<file path="config.mk">
export PLATFORM = sky130hd
export DESIGN_NAME = file_extent_read_mapper_unit
export DESIGN_NICKNAME = d
export VERILOG_FILES = /design/src/femap_pkg.sv /design/src/femap_ram.sv /design/src/femap_alu.sv /design/src/file_extent_read_mapper_unit.sv
export SDC_FILE = /design/constraint.sdc
export NUM_CORES = 2
export LEC_CHECK = 0
export BUFFER_PORTS_ARGS = -buffer_cell sky130_fd_sc_hd__buf_2
export CAP_MARGIN = 20
export CORE_MARGIN = 2
export CORE_UTILIZATION = 40
export DETAILED_ROUTE_END_ITERATION = 16
export GPL_TIMING_DRIVEN = 0
export PLACE_DENSITY = 0.53
export SLEW_MARGIN = 20
export SYNTH_ARGS = -nofsm -noshare
export SYNTH_HDL_FRONTEND = slang
export SYNTH_HIERARCHICAL = 1
export SYNTH_SLANG_ARGS = --single-unit
</file>
<file path="constraint.sdc">
create_clock -name clk -period 16.7 [get_ports clk]
set_input_delay 0.835 -clock clk [delete_from_list [all_inputs] [get_ports clk]]
set_output_delay 0.835 -clock clk [all_outputs]
set_load 0.03 [all_outputs]
</file>
<file path="src/femap_pkg.sv">
// Shared types, constants and codes for the file extent read mapper.
`timescale 1ns / 1ps
`default_nettype none
package femap_pkg;

	localparam int MAX_RUNS_DEF    = 56;
	localparam int SECTOR_BITS_DEF = 9;

	localparam int OFS_W    = 49;
	localparam int CNT_W    = 32;
	localparam int SEC32_W  = 32;
	localparam int RUNIDX_W = 6;
	localparam int NRUN_W   = 7;
	localparam int ALU_W    = OFS_W + 1;
	localparam int LARGE_SHIFT = 17;

	localparam int CFG_IDX_W  = 2;
	localparam int CFG_DATA_W = 32;

	localparam logic [CFG_IDX_W-1:0] REG_RUN_COUNT   = 2'd0;
	localparam logic [CFG_IDX_W-1:0] REG_FILE_SIZE   = 2'd1;
	localparam logic [CFG_IDX_W-1:0] REG_LARGE_UNITS = 2'd2;

	localparam logic CMD_WRITE_RUN = 1'b0;
	localparam logic CMD_READ      = 1'b1;

	localparam logic [1:0] ST_OK       = 2'd0;
	localparam logic [1:0] ST_SHORT    = 2'd1;
	localparam logic [1:0] ST_PAST_END = 2'd2;
	localparam logic [1:0] ST_INLINE   = 2'd3;

	typedef struct packed {
		logic                command;
		logic [RUNIDX_W-1:0] run_index;
		logic [SEC32_W-1:0]  run_start_sector;
		logic [SEC32_W-1:0]  run_sector_length;
		logic [OFS_W-1:0]    byte_offset;
		logic [CNT_W-1:0]    byte_count;
	} req_t;

	typedef struct packed {
		logic [1:0]         status;
		logic [SEC32_W-1:0] disk_sector;
		logic [SEC32_W-1:0] sector_count;
		logic [CNT_W-1:0]   chunk_bytes;
		logic               last;
	} res_t;

	// operation handed to the shared add/subtract unit
	typedef struct packed {
		logic             sub;
		logic [ALU_W-1:0] a;
		logic [ALU_W-1:0] b;
	} alu_op_t;

endpackage
`default_nettype wire

</file>
<file path="src/femap_ram.sv">
// Generic single-write, single-read RAM with registered read data.
`timescale 1ns / 1ps
`default_nettype none
module femap_ram #(
	parameter int WIDTH = 64,
	parameter int DEPTH = 56,
	localparam int AW = (DEPTH > 1) ? $clog2(DEPTH) : 1
) (
	input  wire logic             clk,
	input  wire logic             we,
	input  wire logic [AW-1:0]    waddr,
	input  wire logic [WIDTH-1:0] wdata,
	input  wire logic [AW-1:0]    raddr,
	output logic      [WIDTH-1:0] rdata
);

	logic [WIDTH-1:0] mem [DEPTH];

	always_ff @(posedge clk) begin
		if (we) begin
			mem[waddr] <= wdata;
		end
		rdata <= mem[raddr];
	end

endmodule
`default_nettype wire

</file>
<file path="src/femap_alu.sv">
// Shared add/subtract unit with borrow out, used by the sequencer's arithmetic steps.
`timescale 1ns / 1ps
`default_nettype none
module femap_alu (
	input  wire femap_pkg::alu_op_t             op,
	output logic [femap_pkg::ALU_W-1:0]         res,
	output logic                                borrow
);

	logic [femap_pkg::ALU_W:0] wide;

	always_comb begin
		if (op.sub) begin
			wide = {1'b0, op.a} - {1'b0, op.b};
		end else begin
			wide = {1'b0, op.a} + {1'b0, op.b};
		end
		res    = wide[femap_pkg::ALU_W-1:0];
		borrow = op.sub & wide[femap_pkg::ALU_W];
	end

endmodule
`default_nettype wire

</file>
<file path="src/file_extent_read_mapper_unit.sv">
// Top level: run list store, read request sequencer and result register.
//
// Usage: load the run list with start/command=write beats (run_index, start
// sector, length); these leave the block idle and give no result. Set
// run_count, file_size and large_units through the cfg_we/cfg_index/cfg_data
// port while the block is idle. A read beat (start high, busy low) carries a
// byte offset and count; the block answers with one or more results, each
// shown for one cycle with result_valid high, the final one marked by last.
// Sequence: a read first checks the size and clamps the count, then for every
// chunk reads and compares run table entries until one holds the offset or the
// list ends, then does the chunk math on the shared adder. The scan resumes
// at the current entry for each new chunk. A chunk is held back until the
// next run lookup decides its status. busy stays high until the final result
// is shown; the next beat may be taken in that same cycle.
// The receiver cannot stall: results are never held off.
// Reset clears the configuration registers and the sequencer; the run table
// is not cleared and must be written before it is used.
`timescale 1ns / 1ps
`default_nettype none
module file_extent_read_mapper_unit #(
	parameter int MAX_RUNS    = femap_pkg::MAX_RUNS_DEF,
	parameter int SECTOR_BITS = femap_pkg::SECTOR_BITS_DEF
) (
	input  wire logic                            clk,
	input  wire logic                            arst_n,
	input  wire logic                            start,
	output logic                                 busy,
	input  wire femap_pkg::req_t                 req,
	input  wire logic                            cfg_we,
	input  wire logic [femap_pkg::CFG_IDX_W-1:0]  cfg_index,
	input  wire logic [femap_pkg::CFG_DATA_W-1:0] cfg_data,
	output logic                                 result_valid,
	output femap_pkg::res_t                      result
);

	localparam int IDX_W  = (MAX_RUNS > 1) ? $clog2(MAX_RUNS) : 1;
	localparam int REL_W  = femap_pkg::OFS_W - SECTOR_BITS + 1;
	localparam int ALU_W  = femap_pkg::ALU_W;
	localparam int CNT_W  = femap_pkg::CNT_W;
	localparam int NRUN_W = femap_pkg::NRUN_W;
	localparam int S32_W  = femap_pkg::SEC32_W;

	localparam logic [3:0] S_IDLE  = 4'd0;
	localparam logic [3:0] S_SIZE  = 4'd1;
	localparam logic [3:0] S_CLAMP = 4'd2;
	localparam logic [3:0] S_RD    = 4'd3;
	localparam logic [3:0] S_CMP   = 4'd4;
	localparam logic [3:0] S_AVAIL = 4'd5;
	localparam logic [3:0] S_NSEC  = 4'd6;
	localparam logic [3:0] S_MIN   = 4'd7;
	localparam logic [3:0] S_BYTES = 4'd8;
	localparam logic [3:0] S_DISK  = 4'd9;
	localparam logic [3:0] S_ADV   = 4'd10;

	// configuration
	logic [5:0]       run_count_q;
	logic [S32_W-1:0] file_size_q;
	logic             large_q;

	// request state
	logic [3:0]                   state_q;
	logic [femap_pkg::OFS_W-1:0]  ofs_q;
	logic [CNT_W-1:0]             count_q;
	logic [ALU_W-1:0]             d_q;
	logic [NRUN_W-1:0]            nruns_q;
	logic [IDX_W-1:0]             idx_q;
	logic [REL_W-1:0]             rel_q;
	logic [S32_W-1:0]             avail_q;
	logic [S32_W-1:0]             n_q;
	logic [CNT_W-1:0]             n2_q;
	logic [S32_W-1:0]             disk_q;
	logic [NRUN_W-1:0]            k_q;
	femap_pkg::res_t              pend_q;
	logic                         pend_v_q;
	femap_pkg::res_t              res_q;
	logic                         res_v_q;

	// run table
	logic                    ram_we;
	logic [2*S32_W-1:0]      ram_rdata;
	logic [S32_W-1:0]        rd_start;
	logic [S32_W-1:0]        rd_len;

	// shared adder
	femap_pkg::alu_op_t      alu_op;
	logic [ALU_W-1:0]        alu_res;
	logic                    alu_borrow;

	logic                    accept;
	logic [NRUN_W-1:0]       nruns_in;
	logic [ALU_W-1:0]        size_sel;
	logic [CNT_W-1:0]        clamped;
	logic [NRUN_W-1:0]       k_next;
	logic [ALU_W-1:0]        n_bytes;

	assign busy         = (state_q != S_IDLE);
	assign accept       = start & ~busy;
	assign result_valid = res_v_q;
	assign result       = res_q;

	assign ram_we = accept && (req.command == femap_pkg::CMD_WRITE_RUN)
		&& (NRUN_W'(req.run_index) < NRUN_W'(MAX_RUNS));

	femap_ram #(
		.WIDTH (2 * S32_W),
		.DEPTH (MAX_RUNS)
	) u_runs (
		.clk   (clk),
		.we    (ram_we),
		.waddr (req.run_index[IDX_W-1:0]),
		.wdata ({req.run_start_sector, req.run_sector_length}),
		.raddr (idx_q),
		.rdata (ram_rdata)
	);

	assign rd_start = ram_rdata[2*S32_W-1:S32_W];
	assign rd_len   = ram_rdata[S32_W-1:0];

	femap_alu u_alu (
		.op     (alu_op),
		.res    (alu_res),
		.borrow (alu_borrow)
	);

	assign nruns_in = (NRUN_W'(run_count_q) > NRUN_W'(MAX_RUNS)) ? NRUN_W'(MAX_RUNS)
		: NRUN_W'(run_count_q);
	assign size_sel = (nruns_q == '0) ? ALU_W'(file_size_q)
		: (large_q ? (ALU_W'(file_size_q) << femap_pkg::LARGE_SHIFT) : ALU_W'(file_size_q));
	assign clamped  = alu_borrow ? d_q[CNT_W-1:0] : count_q;
	assign k_next   = k_q + NRUN_W'(1);
	assign n_bytes  = ALU_W'(n_q) << SECTOR_BITS;

	// operand selection for the shared unit
	always_comb begin
		alu_op = '0;
		case (state_q)
			S_SIZE: begin
				alu_op = '{sub: 1'b1, a: size_sel, b: ALU_W'(ofs_q)};
			end
			S_CLAMP: begin
				alu_op = '{sub: 1'b1, a: d_q, b: ALU_W'(count_q)};
			end
			S_CMP: begin
				alu_op = '{sub: 1'b1, a: ALU_W'(rel_q), b: ALU_W'(rd_len)};
			end
			S_AVAIL: begin
				alu_op = '{sub: 1'b1, a: ALU_W'(rd_len), b: ALU_W'(rel_q[S32_W-1:0])};
			end
			S_NSEC: begin
				alu_op = '{sub: 1'b0, a: ALU_W'(count_q >> SECTOR_BITS),
					b: ALU_W'(|count_q[SECTOR_BITS-1:0])};
			end
			S_MIN: begin
				alu_op = '{sub: 1'b1, a: ALU_W'(avail_q), b: ALU_W'(n_q)};
			end
			S_BYTES: begin
				alu_op = '{sub: 1'b1, a: ALU_W'(count_q), b: n_bytes};
			end
			S_DISK: begin
				alu_op = '{sub: 1'b0, a: ALU_W'(rd_start), b: ALU_W'(rel_q[S32_W-1:0])};
			end
			S_ADV: begin
				alu_op = '{sub: 1'b0, a: ALU_W'(rel_q), b: ALU_W'(n_q)};
			end
			default: begin
				alu_op = '0;
			end
		endcase
	end

	always_ff @(posedge clk or negedge arst_n) begin
		if (!arst_n) begin
			run_count_q <= '0;
			file_size_q <= '0;
			large_q     <= 1'b0;
		end else if (cfg_we) begin
			case (cfg_index)
				femap_pkg::REG_RUN_COUNT:   run_count_q <= cfg_data[5:0];
				femap_pkg::REG_FILE_SIZE:   file_size_q <= cfg_data[S32_W-1:0];
				femap_pkg::REG_LARGE_UNITS: large_q     <= cfg_data[0];
				default: begin
				end
			endcase
		end
	end

	// payload registers
	always_ff @(posedge clk) begin
		case (state_q)
			S_IDLE: begin
				ofs_q   <= req.byte_offset;
				count_q <= req.byte_count;
				nruns_q <= nruns_in;
			end
			S_SIZE: begin
				d_q <= alu_res;
			end
			S_CLAMP: begin
				count_q <= clamped;
				rel_q   <= REL_W'(ofs_q >> SECTOR_BITS);
				idx_q   <= '0;
			end
			S_CMP: begin
				if (!alu_borrow) begin
					rel_q <= alu_res[REL_W-1:0];
					if (NRUN_W'(idx_q) + NRUN_W'(1) != nruns_q) begin
						idx_q <= idx_q + IDX_W'(1);
					end
				end
			end
			S_AVAIL: begin
				avail_q <= alu_res[S32_W-1:0];
			end
			S_NSEC: begin
				n_q <= alu_res[S32_W-1:0];
			end
			S_MIN: begin
				if (alu_borrow) begin
					n_q <= avail_q;
				end
			end
			S_BYTES: begin
				// short tail: the chunk takes what is left of the count
				if (alu_borrow) begin
					n2_q    <= count_q;
					count_q <= '0;
				end else begin
					n2_q    <= n_bytes[CNT_W-1:0];
					count_q <= alu_res[CNT_W-1:0];
				end
			end
			S_DISK: begin
				disk_q <= alu_res[S32_W-1:0];
			end
			S_ADV: begin
				rel_q  <= alu_res[REL_W-1:0];
				pend_q <= '{status: femap_pkg::ST_OK, disk_sector: disk_q,
					sector_count: n_q, chunk_bytes: n2_q, last: 1'b0};
			end
			default: begin
			end
		endcase
	end

	// sequencer and result beat
	always_ff @(posedge clk or negedge arst_n) begin
		if (!arst_n) begin
			state_q  <= S_IDLE;
			res_v_q  <= 1'b0;
			res_q    <= '0;
			pend_v_q <= 1'b0;
			k_q      <= '0;
		end else begin
			res_v_q <= 1'b0;
			case (state_q)
				S_IDLE: begin
					if (accept && req.command == femap_pkg::CMD_READ) begin
						state_q <= S_SIZE;
					end
				end
				S_SIZE: begin
					if (alu_borrow || alu_res == '0) begin
						res_v_q <= 1'b1;
						res_q   <= '{status: femap_pkg::ST_PAST_END, disk_sector: '0,
							sector_count: '0, chunk_bytes: '0, last: 1'b1};
						state_q <= S_IDLE;
					end else begin
						state_q <= S_CLAMP;
					end
				end
				S_CLAMP: begin
					pend_v_q <= 1'b0;
					k_q      <= '0;
					if (nruns_q == '0) begin
						res_v_q <= 1'b1;
						res_q   <= '{status: femap_pkg::ST_INLINE, disk_sector: '0,
							sector_count: '0, chunk_bytes: clamped, last: 1'b1};
						state_q <= S_IDLE;
					end else if (clamped == '0) begin
						res_v_q <= 1'b1;
						res_q   <= '{status: femap_pkg::ST_OK, disk_sector: '0,
							sector_count: '0, chunk_bytes: '0, last: 1'b1};
						state_q <= S_IDLE;
					end else begin
						state_q <= S_RD;
					end
				end
				S_RD: begin
					state_q <= S_CMP;
				end
				S_CMP: begin
					if (alu_borrow) begin
						// next run found: the held chunk is not the last one
						if (pend_v_q) begin
							res_v_q  <= 1'b1;
							res_q    <= pend_q;
							pend_v_q <= 1'b0;
						end
						state_q <= S_AVAIL;
					end else if (NRUN_W'(idx_q) + NRUN_W'(1) == nruns_q) begin
						// ran off the end of the run list
						res_v_q <= 1'b1;
						if (pend_v_q) begin
							res_q <= '{status: femap_pkg::ST_SHORT,
								disk_sector: pend_q.disk_sector,
								sector_count: pend_q.sector_count,
								chunk_bytes: pend_q.chunk_bytes, last: 1'b1};
						end else begin
							res_q <= '{status: femap_pkg::ST_SHORT, disk_sector: '0,
								sector_count: '0, chunk_bytes: '0, last: 1'b1};
						end
						pend_v_q <= 1'b0;
						state_q  <= S_IDLE;
					end else begin
						state_q <= S_RD;
					end
				end
				S_AVAIL: state_q <= S_NSEC;
				S_NSEC:  state_q <= S_MIN;
				S_MIN:   state_q <= S_BYTES;
				S_BYTES: state_q <= S_DISK;
				S_DISK:  state_q <= S_ADV;
				S_ADV: begin
					k_q <= k_next;
					if (count_q == '0) begin
						res_v_q <= 1'b1;
						res_q   <= '{status: femap_pkg::ST_OK, disk_sector: disk_q,
							sector_count: n_q, chunk_bytes: n2_q, last: 1'b1};
						state_q <= S_IDLE;
					end else if (k_next >= NRUN_W'(MAX_RUNS)) begin
						res_v_q <= 1'b1;
						res_q   <= '{status: femap_pkg::ST_SHORT, disk_sector: disk_q,
							sector_count: n_q, chunk_bytes: n2_q, last: 1'b1};
						state_q <= S_IDLE;
					end else begin
						pend_v_q <= 1'b1;
						state_q  <= S_RD;
					end
				end
				default: begin
					state_q <= S_IDLE;
				end
			endcase
		end
	end

endmodule
`default_nettype wire

</file>
# Word level (Yosys, flattened, before mapping)
# Memories as Yosys holds them, arrays and structs flattened. A register that Yosys moved wholly into a read port is not among the register bits.
# Cells that the tools add are included.
dict set report word_totals {
  regBits 560
  latchBits 0
  rom_bits 0
  input_bits 190
  mem_count 1
  ram_bits 3584
}
# name words width rd rd_ports_with_merged_regs wr line_no
set mem_list {}
lappend mem_list {u_runs.mem 56 64 1 1 1 femap_ram.sv:17} ;# logic [WIDTH-1:0] mem [DEPTH];
dict set report op_classes {
  mux 51
  eq_ne 25
  reduce_logical 26
  n_bitwise 4
  n_div 0
  n_addsub 5
  mul 0
  n_shift 0
  n_lt_le_gt_ge 3
}
# cell count
set ops {}
lappend ops {{one-hot mux 101 bit (9 select lines)} 1}
lappend ops {{2-to-1 mux 99 bit} 8}
lappend ops {{one-hot mux 99 bit (4 select lines)} 1}
lappend ops {{2-to-1 mux 32 bit} 4}
lappend ops {{one-hot mux 41 bit (3 select lines)} 1}
lappend ops {{2-to-1 mux 49 bit} 2}
lappend ops {{2-to-1 mux 97 bit} 1}
lappend ops {{one-hot mux 32 bit (3 select lines)} 1}
lappend ops {{logical NOT 32 bit} 2}
lappend ops {{one-hot mux 32 bit (2 select lines)} 1}
lappend ops {{adder 50 x 50 -> 51 bit} 1}
lappend ops {{2-to-1 mux 51 bit} 1}
lappend ops {{subtractor 50 x 50 -> 51 bit} 1}
lappend ops {{logical NOT 50 bit} 1}
lappend ops {{one-hot mux 4 bit (11 select lines)} 1}
lappend ops {{2-to-1 mux 41 bit} 1}
lappend ops {{equality test 4 x 3 -> 1 bit, second input constant} 4}
lappend ops {{2-to-1 mux 1 bit} 14}
lappend ops {{!= test 2 bit, second input constant} 7}
lappend ops {{one-hot mux 7 bit (2 select lines)} 1}
lappend ops {{equality test 4 bit, second input constant} 3}
lappend ops {{2-to-1 mux 2 bit} 6}
lappend ops {{2-to-1 mux 6 bit} 2}
lappend ops {{!= test 3 bit, second input constant} 4}
lappend ops {{32 further kinds} 45}

# Depth between registers and ports, before layout
dict set report logic_depth {
  word_depth 11
  ltp_mapped 35
  ltp_nobuf 27
}

# Modules after synthesis
# Netlist, hierarchy kept.
# module seq_area_each_um2 cells_each instances area_per_inst_um2
set by_module_without_submodules {}
lappend by_module_without_submodules {femap_ram 108904.4 5869 1 137617.0}
lappend by_module_without_submodules {file_extent_read_mapper_unit 16030.4 1732 1 25165.4}
lappend by_module_without_submodules {femap_alu 0.0 610 1 4043.9}

# Worst setup path before layout
# No wires, ideal clock.
dict set report synth_timing {
  kind {register to register}
  from {reg state_q[0]}
  to {mem u_runs.mem[32][0], enable pin}
  slack_ns 8.341
  arrival_ns 7.795
  path_buffers 1
  stages_incl_launch_ff 9
  setup_time_ns 0.565
  cell_sequence {dfrtp_1 or2_1 clkbuf_1 or3_1 inv_1 and4b_1 nor4bb_1 nand2b_1 nor3_1}
}
dict set report synth_via {
  elab_chain_cells 7
}
# item line_no
set synth_rtl {}
lappend synth_rtl {{from (decl)} file_extent_read_mapper_unit.sv:61} ;# logic [3:0] state_q;
lappend synth_rtl {{from (signal assigned)} file_extent_read_mapper_unit.sv:248} ;# state_q <= S_IDLE;
lappend synth_rtl {{from (signal assigned)} file_extent_read_mapper_unit.sv:258} ;# state_q <= S_SIZE;
lappend synth_rtl {{from (signal assigned)} file_extent_read_mapper_unit.sv:266} ;# state_q <= S_IDLE;
lappend synth_rtl {{nonzero test 4 bit} file_extent_read_mapper_unit.sv:96} ;# assign busy = (state_q != S_IDLE);
lappend synth_rtl {{via busy} file_extent_read_mapper_unit.sv:27} ;# output logic busy,
lappend synth_rtl {{NOT 1 bit} file_extent_read_mapper_unit.sv:97} ;# assign accept = start & ~busy;
lappend synth_rtl {{AND 1 bit} file_extent_read_mapper_unit.sv:97}
lappend synth_rtl {{logical AND 1 bit} file_extent_read_mapper_unit.sv:101} ;# assign ram_we = accept && (req.command == femap_pkg::CMD_WRITE_RUN)
lappend synth_rtl {{logical AND 1 bit} file_extent_read_mapper_unit.sv:102} ;# && (NRUN_W'(req.run_index) < NRUN_W'(MAX_RUNS));
lappend synth_rtl {{via ram_we} file_extent_read_mapper_unit.sv:79} ;# logic ram_we;
lappend synth_rtl {{2-to-1 mux 1 bit} femap_ram.sv:20} ;# if (we) begin
lappend synth_rtl {{2-to-1 mux 1 bit (implied by the code)} femap_ram.sv:21} ;# mem[waddr] <= wdata;
lappend synth_rtl {{to (decl)} femap_ram.sv:17}
# The timed path passes the listed nets, and every way through them passes these cells.

==> metrics <==
sequential share of power 0.339; Arr. time, crit path 12.84 ns; area delta synth->final 18.2%; share of the synthesized area in the top cell type 0.719; register bit total from synthesis 4207; vias in the first global route 91.3k; complex-gate fraction of the synthesized area 0.0462; XOR/XNOR Fraction of Synth Area 0.00541; via count 90.6k; Detail Placement HPWL 410000 um; Final WS setup 4.72 ns; Mapped Cells 8211; drt drc 0; Peak VDD IR 0.563 mV; Mapped Area 167000 um^2; Initial Util 0.401; Worst Tran Pin Value 1.25 ns; CTS resizes 0; largest net degree at the start of global routing 83; # IOs 291; cell taking the most area after synthesis edfxtp_1; wire length per cell 36.7 um; WP data required 17.56 ns; Die Span Y 650 um; Final min period 11.98 ns; fmax 83.4 MHz; clk buf depth 4; area taken by multi-input logic gates 40100 um^2; CTS clk-pin slew, worst paths 0.06 ns; share of cells above drive strength 1 0.284; unrepaired setup endpoints after global routing no; final wirelength 559000 um; CTS root buf clkbuf_16; pins over their slew limit 0; Synth Area in Adders 0.00417; FILL cells 34.5k; DRT Pass-1 Iters 9; Simple-Gate Fraction of Synth Area 0.0237; syn nets 8456; number of distinct library cells after synthesis 97; routability cong. 0.964; # rows 237; Worst Hold Class in -> reg; TritonCTS clock tree yes; main area contributors after synthesis edfxtp_1, mux4_2, dfrtp_1; Hold Violations, Final 0; maxcap violations 0; max incr delay on CP 0.94 ns; CP max FO 10; CTS H-tree lvls 5; crit end category flop; worst relative slew slack 0.168; Final nets 9576; grt ovf 0; ys flop type edfxtp_1; initial antenna violation count 48; Int Power 24400 uW; Vias per Instance 5.95; asr flop ratio synth 0.0359; period utilization 0.718; EDFF count, synth 3992; leakage power 0.0645 uW; Slowest cell on crit path nor4_1; largest family of logic cells by synthesized area multiplexers; Die Span X 650 um; critical path type reg -> reg; clk_skew 0.0630 ns; final setup TNS 0 ns; total number of yosys warnings 6; Worst Setup Start Kind flop; clock power share 0.236; Post-Place Worst Slack 4.93 ns; FF/Latch Area 125000 um^2; GRT Overall Usage 0.260; synthesized area per cell 20.3 um^2; post-synthesis mux area share 0.156; Logic pwr share 0.425; first-iteration detailed-routing DRC count 10.7k; die area 422000 um^2; first-pass GRT wire length 756000 um; post-synthesis sequential area ratio 0.749; # port buffers 289; core area 416000 um^2; Psw 17000 uW; # clock sinks 4207; final setup violating endpoints 0; worst-skew pair later-pin latency 1.01 ns; switch share 0.411; pwr dens 210 nW/um^2; antenna-violating nets left 0; Num CTS Buffers 443; status complete, no violations
## logic make-up after synthesis
group / after synthesis
flip-flops: 4207
multiplexers: 1475
AO/OA/AOI/OAI: 1060
AND/OR/NAND/NOR: 783
buffers and inverters: 527
XOR/XNOR: 103
adder cells (fa/ha/maj): 55
other: 1
## power groups by stage
| stage | logic, uW | clock network [uW] | registers [uW] |
|---|---|---|---|
| 6_report | 17600 | 9790 | 14000 |
| 5_1_grt | 18000 | 10400 | 14000 |
| 4_1_cts | 17300 | 9960 | 14000 |
| 3_5_place_dp | 17300 | 0 | 14200 |
| 3_3_place_gp | 15600 | 0 | 14300 |
| 2_1_floorplan | 8150 | 0 | 13700 |
## registers in the layout (all words and copies together), names as in the netlist, 41 cells and up
register      count
ofs_q            49
result           99
d_q              50
pend_q           96
u_runs/rdata     64
u_runs/mem     3584
rel_q            41
## worst paths after layout
path | start | endpoint | slack, ns | cells past startpoint
max in group asynchronous | arst_n | state_q[0] | 15.43 | 3
worst min register to register | n2_q[12] | pend_q[13] | 0.45 | 0
worst max-delay path | state_q[3] | result[91] | 4.72 | 30
min in group asynchronous | arst_n | result[51] | 0.41 | 2
worst min-delay path | cfg_data[19] | file_size_q[19] | 0.06 | 2
worst max register to register | state_q[3] | result[91] | 4.72 | 30
## routing by layer
metal  global-route usage  part of all wire
met1                0.336              0.39
met2                0.436              0.49
met3               0.0429             0.073
met4                0.113             0.049
met5                    0           0.00011
## placed cells by master (no fill, tap or decap), types with 62 or more instances in the layout
| cell | count |
|---|---|
| dfrtp_1 | 151 |
| clkinv_1 | 88 |
| nand3_1 | 68 |
| clkbuf_1 | 319 |
| a22oi_1 | 190 |
| nor2_1 | 136 |
| mux2_2 | 145 |
| clkinv_2 | 84 |
| mux2i_1 | 329 |
| mux4_2 | 833 |
| a211oi_1 | 67 |
| dfxtp_1 | 64 |
| o31ai_1 | 62 |
| a21oi_1 | 82 |
| o22ai_1 | 173 |
| buf_2 | 387 |
| nor2b_1 | 73 |
| o21ai_0 | 101 |
| clkbuf_16 | 448 |
| buf_12 | 186 |
| nand2_1 | 202 |
| mux2_1 | 70 |
| a22o_1 | 63 |
| edfxtp_1 | 3992 |
| buf_4 | 129 |
| mux2_4 | 98 |
## synthesized netlist by cell type (70+ instances only)
cell      number
dfrtp_1      151
o21ai_0      102
mux2_1        70
mux4_2       833
nand2_1      203
a22oi_1      190
mux2_2       145
nor2_1       189
buf_2         97
o22ai_1      174
edfxtp_1    3992
a21oi_1       84
mux2_4        98
nor2b_1       73
clkbuf_1     253
nor4_1        86
mux2i_1      329
xnor2_1       80
## metrics by stage
stage                     cell area (um^2)  total power [uW]  hold slack [ns]  utilization  std cells
after CTS                           197000             41300          0.00266        0.473      15200
final                               197000             41400           0.0623        0.474      15200
after floorplan                     167000             21900            0.427            -       8211
after global routing                197000             42400           0.0439        0.474      15200
after detailed placement            182000             31500            0.438        0.438      14300
after global placement              175000             29900            0.434        0.421      14000
## critical path, delay by kind of cell, from the launching register on
kind                     cells  cell delay, ns
multiplexers                 1            0.31
XOR/XNOR                     2            0.41
buffers and inverters        6            1.93
AND/OR/NAND/NOR             11            4.97
flip-flops                   1            0.47
adder cells (fa/ha/maj)      1            0.29
AO/OA/AOI/OAI                9            3.42
## timing repair
action	4_1_cts	5_1_grt
hold endpoints to repair	118	0
hold buffers	50	0
setup buffers	0	0
## cell type report
cell class                      count  share of cell area
Clock inverter                    265              0.0131
Multi-Input combinational cell   3477               0.204
Clock buffer                      558              0.0598
Buffer                            484              0.0131
Tap cell                         5497              0.0349
Inverter                           43            0.000844
Sequential cell                  4207               0.634
Timing Repair Buffer              675              0.0404
Antenna cell                       31            0.000394
Note: power is estimated with default switching activity, not from simulation.
